$ cat config.mk
export PLATFORM = sky130hd
export DESIGN_NAME = spi_clock_divider_search_unit
export DESIGN_NICKNAME = d
export VERILOG_FILES = /design/src/design/spicd_pkg.sv /design/src/design/spicd_div.sv /design/src/design/spi_clock_divider_search_unit.sv
export SDC_FILE = /design/constraint.sdc
export NUM_CORES = 1
export LEC_CHECK = 0
export BUFFER_PORTS_ARGS = -buffer_cell sky130_fd_sc_hd__clkbuf_2
export CAP_MARGIN = 0
export CELL_PAD_IN_SITES_DETAIL_PLACEMENT = 0
export CELL_PAD_IN_SITES_GLOBAL_PLACEMENT = 1
export CORE_MARGIN = 4
export CORE_UTILIZATION = 40
export DETAILED_ROUTE_END_ITERATION = 8
export PLACE_DENSITY_LB_ADDON = 0.1
export SYNTH_ARGS = -nofsm -noshare
export SYNTH_HDL_FRONTEND = slang
export SYNTH_SLANG_ARGS = --single-unit
$ cat constraint.sdc
create_clock -name clk -period 12.85 [get_ports clk]
set_input_delay 2.57 -clock clk [delete_from_list [all_inputs] [get_ports clk]]
set_output_delay 2.57 -clock clk [all_outputs]
set_load 0.005 [all_outputs]
$ cat src/design/spicd_pkg.sv
// Shared constants and types for the serial clock divider search.
// No dependencies; imported by the divider, the top level and the checker.
package spicd_pkg;

    localparam int BUS_W   = 27;   // bus clock and every quotient
    localparam int TGT_W   = 32;   // requested frequency
    localparam int DVS_W   = 30;   // divider operand: up to 5 * (2^27 - 1)
    localparam int FIELD_W = 13;   // prescaler register field
    localparam int DIVR_W  = 3;    // post-divisor code
    localparam int HIGH_W  = 2;    // high-phase count

    localparam int PRESCALE_MAX_DEF = 8192;

    localparam logic [BUS_W-1:0]   BUS_RESET = BUS_W'(80000000);
    localparam logic [FIELD_W-1:0] FIELD_MAX = '1;

    localparam logic [DIVR_W-1:0] DIV_TWO   = 3'd2;
    localparam logic [DIVR_W-1:0] DIV_THREE = 3'd3;
    localparam logic [DIVR_W-1:0] DIV_FIVE  = 3'd5;

    typedef struct packed {
        logic             start;
        logic [BUS_W-1:0] dividend;
        logic [DVS_W-1:0] divisor;
    } div_req_t;

endpackage

$ cat src/design/spicd_div.sv
// Bit-serial restoring divider, one quotient bit per cycle.
// Depends on spicd_pkg for operand widths and the request struct.
module spicd_div (
    input  logic                        clk,
    input  logic                        rst_n,
    input  spicd_pkg::div_req_t         req,
    output logic                        done,
    output logic [spicd_pkg::BUS_W-1:0] quotient
);
    import spicd_pkg::*;

    localparam int CNT_W = $clog2(BUS_W + 1);

    logic [DVS_W-1:0] rem_reg;
    logic [BUS_W-1:0] quo_reg;
    logic [DVS_W-1:0] dvs_reg;
    logic [CNT_W-1:0] cnt_reg;
    logic             run_reg;
    logic             done_reg;

    logic [DVS_W:0]   shifted;
    logic             fits;
    logic [DVS_W:0]   diff;

    assign shifted = {rem_reg, quo_reg[BUS_W-1]};
    assign fits    = shifted >= {1'b0, dvs_reg};
    assign diff    = shifted - {1'b0, dvs_reg};

    always_ff @(posedge clk or negedge rst_n) begin
        if (!rst_n) begin
            run_reg  <= 1'b0;
            done_reg <= 1'b0;
            cnt_reg  <= '0;
        end
        else begin
            done_reg <= 1'b0;
            if (req.start) begin
                rem_reg <= '0;
                quo_reg <= req.dividend;
                dvs_reg <= req.divisor;
                cnt_reg <= CNT_W'(BUS_W);
                run_reg <= 1'b1;
            end
            else if (run_reg) begin
                // remainder stays below the divisor, so the low bits suffice
                rem_reg <= fits ? diff[DVS_W-1:0] : shifted[DVS_W-1:0];
                quo_reg <= {quo_reg[BUS_W-2:0], fits};
                cnt_reg <= cnt_reg - 1'b1;
                if (cnt_reg == CNT_W'(1)) begin
                    run_reg  <= 1'b0;
                    done_reg <= 1'b1;
                end
            end
        end
    end

    assign done     = done_reg;
    assign quotient = quo_reg;

endmodule

$ cat src/design/spi_clock_divider_search_unit.sv
// Serial clock divider search: picks prescaler and post-divisor for a requested rate.
// Depends on spicd_pkg and spicd_div (shared bit-serial divider).
// A pass-through request shows its result in the cycle after acceptance. Otherwise
// every step is one pass of the shared divider (launch, one bit step per quotient bit,
// collect); a request takes 1, 5 or 11 passes. One request at a time; busy is high
// while a search runs. The result strobe lasts one cycle and cannot stall.
// Reset (rst_n, asynchronous) returns to idle and loads the bus clock with 80 MHz.
module spi_clock_divider_search_unit #(
    parameter int PRESCALE_MAX = spicd_pkg::PRESCALE_MAX_DEF,
    parameter int PRESCALE_W   = $clog2(PRESCALE_MAX + 1)
) (
    input  logic                          clk,
    input  logic                          rst_n,
    // request channel
    input  logic                          start,
    output logic                          busy,
    input  logic [spicd_pkg::TGT_W-1:0]   target_hz,
    // result channel
    output logic                          done,
    output logic                          pass_through,
    output logic [spicd_pkg::BUS_W-1:0]   actual_hz,
    output logic [PRESCALE_W-1:0]         prescale,
    output logic [spicd_pkg::DIVR_W-1:0]  divisor,
    output logic [spicd_pkg::HIGH_W-1:0]  count_high,
    output logic [spicd_pkg::DIVR_W-1:0]  count_period,
    output logic [spicd_pkg::FIELD_W-1:0] prescale_field,
    output logic                          out_of_range,
    // configuration port
    input  logic                          psel,
    input  logic                          penable,
    input  logic                          pwrite,
    input  logic [2:0]                    paddr,
    input  logic [31:0]                   pwdata,
    output logic [31:0]                   prdata,
    output logic                          pready
);
    import spicd_pkg::*;

    localparam logic REG_BUS_CLOCK = 1'b0;

    typedef enum logic [1:0] {S_IDLE, S_LAUNCH, S_WAIT, S_PICK} state_t;
    typedef enum logic [2:0] {OP_NEED, OP_PRE0, OP_M, OP_F, OP_ACT} op_t;

    // Multiply by a post-divisor code: at most three shifted adds.
    function automatic logic [DVS_W-1:0] mul_small(input logic [BUS_W-1:0] x,
                                                   input logic [DIVR_W-1:0] d);
        logic [DVS_W-1:0] xe;
        xe = DVS_W'(x);
        return (d[0] ? xe : '0) + (d[1] ? (xe << 1) : '0) + (d[2] ? (xe << 2) : '0);
    endfunction

    function automatic logic [DIVR_W-1:0] divisor_of(input logic [1:0] k);
        case (k)
            2'd0:    return DIV_TWO;
            2'd1:    return DIV_THREE;
            default: return DIV_FIVE;
        endcase
    endfunction

    // ---------------------------------------------------------------
    // Configuration register
    // ---------------------------------------------------------------
    logic [BUS_W-1:0] bus_reg;

    assign pready = 1'b1;
    assign prdata = (paddr[2] == REG_BUS_CLOCK) ? {{(32 - BUS_W){1'b0}}, bus_reg} : '0;

    always_ff @(posedge clk or negedge rst_n) begin
        if (!rst_n) begin
            bus_reg <= BUS_RESET;
        end
        else if (psel && penable && pwrite && pready && paddr[2] == REG_BUS_CLOCK) begin
            bus_reg <= pwdata[BUS_W-1:0];
        end
    end

    // ---------------------------------------------------------------
    // Search state
    // ---------------------------------------------------------------
    state_t              state_reg;
    op_t                 op_reg;
    logic [1:0]          k_reg;       // 0, 1, 2 for post-divisor 2, 3, 5
    logic                hit_reg;     // divisor 2 hit the request exactly
    logic [BUS_W-1:0]    t_reg;
    logic [BUS_W-1:0]    need_reg;    // smallest prescale * divisor meeting the bound
    logic [BUS_W-1:0]    pre0_reg;    // floor estimate
    logic [BUS_W-1:0]    m_reg;       // need divided by the divisor, rounded up
    logic [BUS_W-1:0]    p_reg [3];
    logic [BUS_W-1:0]    f_reg [3];
    logic [DIVR_W-1:0]   div_reg;
    logic [PRESCALE_W-1:0] pre_sat_reg;
    logic                oor_reg;

    // result registers
    logic                  done_reg;
    logic                  pass_reg;
    logic [BUS_W-1:0]      actual_reg;
    logic [PRESCALE_W-1:0] prescale_reg;
    logic [DIVR_W-1:0]     divisor_reg;
    logic [HIGH_W-1:0]     high_reg;
    logic [DIVR_W-1:0]     period_reg;
    logic [FIELD_W-1:0]    field_reg;
    logic                  oor_out_reg;

    // shared divider
    div_req_t            div_req;
    logic                div_done;
    logic [BUS_W-1:0]    div_quo;

    spicd_div u_div (
        .clk      (clk),
        .rst_n    (rst_n),
        .req      (div_req),
        .done     (div_done),
        .quotient (div_quo)
    );

    logic [DIVR_W-1:0]     d_cur;
    logic [BUS_W-1:0]      pre0_c;
    logic [BUS_W-1:0]      p_cur;
    logic [1:0]            sel;
    logic [BUS_W-1:0]      pre_sel;
    logic [PRESCALE_W-1:0] field_wide;

    assign d_cur  = divisor_of(k_reg);
    // floor estimate is at least one; take the larger of it and the bound
    assign pre0_c = (pre0_reg == '0) ? BUS_W'(1) : pre0_reg;
    assign p_cur  = (m_reg > pre0_c) ? m_reg : pre0_c;

    // keep divisor 2 unless 3 or 5 is strictly faster; 5 wins a 3/5 tie
    always_comb begin
        if (hit_reg) begin
            sel = 2'd0;
        end
        else if (f_reg[1] > f_reg[0] || f_reg[2] > f_reg[0]) begin
            sel = (f_reg[1] > f_reg[2]) ? 2'd1 : 2'd2;
        end
        else begin
            sel = 2'd0;
        end
    end
    assign pre_sel    = p_reg[sel];
    assign field_wide = pre_sat_reg - 1'b1;

    // operand select for the divider launch
    always_comb begin
        div_req.start    = (state_reg == S_LAUNCH);
        div_req.dividend = bus_reg;
        div_req.divisor  = DVS_W'(t_reg) + 1'b1;
        case (op_reg)
            OP_NEED: div_req.divisor = DVS_W'(t_reg) + 1'b1;
            OP_PRE0: div_req.divisor = mul_small(t_reg, d_cur);
            OP_M:
            begin
                div_req.dividend = need_reg + BUS_W'(d_cur) - 1'b1;
                div_req.divisor  = DVS_W'(d_cur);
            end
            OP_F:    div_req.divisor = mul_small(p_cur, d_cur);
            OP_ACT:  div_req.divisor = mul_small(BUS_W'(pre_sat_reg), div_reg);
            default: div_req.divisor = DVS_W'(t_reg) + 1'b1;
        endcase
    end

    always_ff @(posedge clk or negedge rst_n) begin
        if (!rst_n) begin
            state_reg <= S_IDLE;
            op_reg    <= OP_NEED;
            k_reg     <= 2'd0;
            hit_reg   <= 1'b0;
            done_reg  <= 1'b0;
        end
        else begin
            done_reg <= 1'b0;
            case (state_reg)
                S_IDLE:
                begin
                    if (start) begin
                        if (target_hz >= TGT_W'(bus_reg)) begin
                            // request at or above the bus clock: pass the bus clock through
                            pass_reg     <= 1'b1;
                            actual_reg   <= bus_reg;
                            prescale_reg <= '0;
                            divisor_reg  <= '0;
                            high_reg     <= '0;
                            period_reg   <= '0;
                            field_reg    <= '0;
                            oor_out_reg  <= 1'b0;
                            done_reg     <= 1'b1;
                        end
                        else if (target_hz == '0) begin
                            // zero request never meets the bound: saturate on divisor 2
                            div_reg     <= DIV_TWO;
                            pre_sat_reg <= PRESCALE_W'(PRESCALE_MAX);
                            oor_reg     <= 1'b1;
                            op_reg      <= OP_ACT;
                            state_reg   <= S_LAUNCH;
                        end
                        else begin
                            t_reg     <= target_hz[BUS_W-1:0];
                            hit_reg   <= 1'b0;
                            k_reg     <= 2'd0;
                            op_reg    <= OP_NEED;
                            state_reg <= S_LAUNCH;
                        end
                    end
                end
                S_LAUNCH:
                begin
                    state_reg <= S_WAIT;
                end
                S_WAIT:
                begin
                    if (div_done) begin
                        case (op_reg)
                            OP_NEED:
                            begin
                                need_reg  <= div_quo + 1'b1;
                                op_reg    <= OP_PRE0;
                                state_reg <= S_LAUNCH;
                            end
                            OP_PRE0:
                            begin
                                pre0_reg  <= div_quo;
                                op_reg    <= OP_M;
                                state_reg <= S_LAUNCH;
                            end
                            OP_M:
                            begin
                                m_reg     <= div_quo;
                                op_reg    <= OP_F;
                                state_reg <= S_LAUNCH;
                            end
                            OP_F:
                            begin
                                p_reg[k_reg] <= p_cur;
                                f_reg[k_reg] <= div_quo;
                                if (k_reg == 2'd0 && div_quo == t_reg) begin
                                    hit_reg   <= 1'b1;
                                    state_reg <= S_PICK;
                                end
                                else if (k_reg == 2'd2) begin
                                    state_reg <= S_PICK;
                                end
                                else begin
                                    k_reg     <= k_reg + 1'b1;
                                    op_reg    <= OP_PRE0;
                                    state_reg <= S_LAUNCH;
                                end
                            end
                            OP_ACT:
                            begin
                                pass_reg     <= 1'b0;
                                actual_reg   <= div_quo;
                                prescale_reg <= pre_sat_reg;
                                divisor_reg  <= div_reg;
                                high_reg     <= div_reg[DIVR_W-1:1];
                                period_reg   <= div_reg - 1'b1;
                                field_reg    <= (field_wide > PRESCALE_W'(FIELD_MAX)) ?
                                                FIELD_MAX : FIELD_W'(field_wide);
                                oor_out_reg  <= oor_reg;
                                done_reg     <= 1'b1;
                                state_reg    <= S_IDLE;
                            end
                            default: state_reg <= S_IDLE;
                        endcase
                    end
                end
                S_PICK:
                begin
                    // choice is made on unsaturated values, then clip the prescaler
                    div_reg <= divisor_of(sel);
                    if (pre_sel > BUS_W'(PRESCALE_MAX)) begin
                        pre_sat_reg <= PRESCALE_W'(PRESCALE_MAX);
                        oor_reg     <= 1'b1;
                    end
                    else begin
                        pre_sat_reg <= pre_sel[PRESCALE_W-1:0];
                        oor_reg     <= 1'b0;
                    end
                    op_reg    <= OP_ACT;
                    state_reg <= S_LAUNCH;
                end
                default: state_reg <= S_IDLE;
            endcase
        end
    end

    assign busy           = (state_reg != S_IDLE);
    assign done           = done_reg;
    assign pass_through   = pass_reg;
    assign actual_hz      = actual_reg;
    assign prescale       = prescale_reg;
    assign divisor        = divisor_reg;
    assign count_high     = high_reg;
    assign count_period   = period_reg;
    assign prescale_field = field_reg;
    assign out_of_range   = oor_out_reg;

endmodule

==> metrics.md <==
| Metric | Value |
|---|---|
| Initial Util | `40.4%` |
| Met2 Usage GRT | `36.9%` |
| HP Start | `u_div.cnt_reg[4]` |
| TritonCTS Buffers | `57` |
| R2R depth | `24` |
| DRC Markers | `0` |
| Skew final | `0.0449 ns` |
| Post-synth EDFFs | `437` |
| Sequential-to-total area share from yosys stat | `44.4%` |
| Global route overflow | `0` |
| RR Startpoint | `pre0_reg[26]` |
| Clk pwr share | `27.9%` |
| 1st-pass router iterations | `5` |
| Post-cts resize count | `0` |
| Least-Margin Pin Slew | `1.27 ns` |
| Switch Pwr | `2.08 mW` |
| Fin area | `0.0358 sq mm` |
| Pwr Density | `162 mW/mm^2` |
| Total Nets Final | `3718` |
| Worst Path Class, Setup | `reg2reg` |
| Reg2reg setup slack | `5.69 ns` |
| Ys Warns | `0` |
| Relative slew margins | `14.4%` |
| H-tree depth | `2` |
| GRT Total Usage | `21.7%` |
| DR WL/cell | `21.2 microns` |
| Vias in the first global route | `24200` |
| Seq pwr share | `40.9%` |
| Post-synthesis cell count | `3173` |
| Worst vdd ir | `0.119 mV` |
| Crit path launch | `pre0_reg[26]` |
| CTS tree | `done` |
| Boundary Pins | `172` |
| Placed cell areas | `0.0339 sq mm` |
| GPL Wtd Cong | `0.893` |
| RSZ-0062 raised after global routing | `no` |
| Number of max-cap violations | `0` |
| Met1 Track Usage GR | `29.0%` |
| Share of cells above drive strength 1 | `11.2%` |
| Initial antenna violation count | `5` |
| Post-synthesis instance area | `0.0320 sq mm` |
| Fin cells | `4399` |
| Most frequent CP cell | `o21ai_0` |
| CTS sink count | `480` |
| Worst-Skew Late Latency | `0.64 ns` |
| Root Driver | `clkbuf_16` |
| Unique masters post-synth | `92` |
| P_leak | `15.2 nW` |
| Top Usage Layer GRT | `met2` |
| Fmax | `0.140 GHz` |
| Input/output buffers | `158` |
| Hpwl dp | `69500 microns` |
| Internal power | `3.70 mW` |
| Min Tclk post-route | `7.16 ns` |
| Final setup viols | `0` |
| HP Class | `reg2reg` |
| Cell row count | `103` |
| Asr flop ratio synth | `8.96%` |
| Worst EP arrival | `7.50 ns` |
| First-pass GRT wire length | `144000 microns` |
| CP max stage delay | `1.06 ns` |
| Final Cycle Share | `55.7%` |
| 1st-iter DRT viols | `1620` |
| Net Sw Frac | `35.9%` |
| Die W | `291 microns` |
| Top FF cell, synth | `edfxtp_1` |
| Post-synth top cells | `437 x edfxtp_1, 346 x inv_1, 338 x nand2_1, 278 x ha_1, 221 x nor2_1` |
| Placed cells | `4291` |
| Detailed-route via count | `23900` |
| Core ar. | `0.0791 sq mm` |
| Routed Antenna Nets | `0` |
| Avg Cell Area, Syn | `10.1 sq um` |
| Largest net degree at the start of global routing | `64` |
| Fin. max-slew vios | `0` |
| Synth top area share | `41.0%` |
| Status | `finished, final reports clean` |
| Req. time, crit path | `13.19 ns` |
| Area growth from synthesis to layout | `11.8%` |
| Most frequent cell after synthesis | `edfxtp_1` |
| Hold endpoint | `u_div.cnt_reg[4]` |
| Routed WL | `93300 microns` |
| Vias per inst | `5.42` |
| Crit path capture type | `flip-flop` |
| TNS Setup | `0 ns` |
| DIE HEIGHT | `291 microns` |
| Power, Total | `5.78 mW` |
| Met3 GRT Util | `2.90%` |
| Reg2reg end | `u_div.dvs_reg[27]` |
| CTS Buffer Depth | `3` |
| WHS Path Cells | `2` |
| Worst-path maximum fanout | `23` |
| Synth top area cells | `edfxtp_1 41%, ha_1 11%, fa_1 4.2%, inv_1 4.1%, nand2_1 4.0%` |
| Worst setup SP type | `flip-flop` |
| Clock-pin transition on the worst setup and hold timing paths | `0.06 ns` |
| Largest area contributor in the netlist | `edfxtp_1` |
| Postcts setup bufs | `0` |
| Crit path cell chain | `nor4_1, nand4_1, o21bai_1, ha_1, nor2_1, nor4_1, a2111oi_0, o21ai_0, a22oi_2, o21ai_0, nand2b_1, fa_1, inv_1, ha_1, o21a_1, a21oi_1, a21boi_1, a211oi_1, o2bb2ai_1, o211ai_1, o211ai_1, o21ai_1, xnor2_1, o21ai_0` |
| Number of synthesized register bits | `480` |
| Die area | `0.0845 sq mm` |
| CP max stage cell | `o21ai_0` |
| Combinational share of power | `31.2%` |
| Cts hold-fix bufs | `0` |
| Final hold vios | `0` |
-- critical path, delay by kind of cell, from the launching register on --
family	cells	cell delay, ns
flip-flops	1	0.40
adder cells (fa/ha/maj)	3	1.14
XOR/XNOR	1	0.15
AND/OR/NAND/NOR	5	1.09
AO/OA/AOI/OAI	14	4.01
buffers and inverters	1	0.05
-- power by group through the flow --
stage	Clock [mW]	Sequential [mW]	Combinational [mW]
after global routing	1.72	2.40	2.01
after floorplan	0	2.23	1.31
final	1.61	2.37	1.80
after CTS	1.65	2.38	1.82
after global placement	0	2.40	1.77
after detailed placement	0	2.40	1.80
-- routing by layer --
metal / share of wire [%] / vias up
li1: - / 11400
met1: 45 / 11700
met2: 47 / 602
met3: 5.0 / 129
met4: 3.0 / 0
met5: 0 / -
-- logic make-up after synthesis --
logic type / share of synthesized area [%]
adder cells (fa/ha/maj): 15.1
multiplexers: 2.17
buffers and inverters: 5.82
AO/OA/AOI/OAI: 13.2
flip-flops: 44.4
other: 0.0235
XOR/XNOR: 5.37
AND/OR/NAND/NOR: 13.9
-- cell type report --
type	instances	area, sq um
Timing Repair Buffer	196	1080
Antenna cell	1	2.50
Tap cell	1050	1310
Sequential cell	480	14200
Clock inverter	41	383
Fill cell	7578	43400
Clock buffer	66	1490
Multi-Input combinational cell	2216	16000
Inverter	349	1310
-- stage by stage --
stage	hold WS [ns]	util (%)	setup slack [ns]
detailed placement	0.513	42.8	5.69
finish	0.523	45.2	5.69
CTS	0.529	45.2	5.63
floorplan	0.478	-	4.31
global placement	0.488	42.8	5.78
global route	0.545	45.2	5.09
-- cell usage in the layout, fill, tap and decap left out, drive strengths merged, types with 29 or more instances in the layout --
cell,netlist,layout
xor2,71,71
mux2,32,32
buf,29,39
a21oi,195,195
nand2b,69,69
o21ai,161,161
clkinv,3,29
xnor2,125,125
nand2,338,338
ha,278,278
nor2,221,221
nand4,55,55
a211oi,53,53
edfxtp,437,437
dfrtp,35,35
nor4,36,36
inv,346,347
a21o,88,88
nand3,51,51
nor2b,31,31
fa,67,67
mux2i,32,32
nor3,40,40
clkbuf,104,223
-- worst max path at each step --
stage | to | cells past startpoint | slack [ns]
after global placement | u_div.dvs_reg[26] | 24 | 5.78
after CTS | u_div.dvs_reg[26] | 24 | 5.63
after floorplan | actual_hz[0] | 12 | 4.31
after global routing | u_div.dvs_reg[14] | 24 | 5.09
after detailed placement | u_div.dvs_reg[26] | 24 | 5.69
final | u_div.dvs_reg[27] | 24 | 5.69
Power figures use the tool's default switching activity.
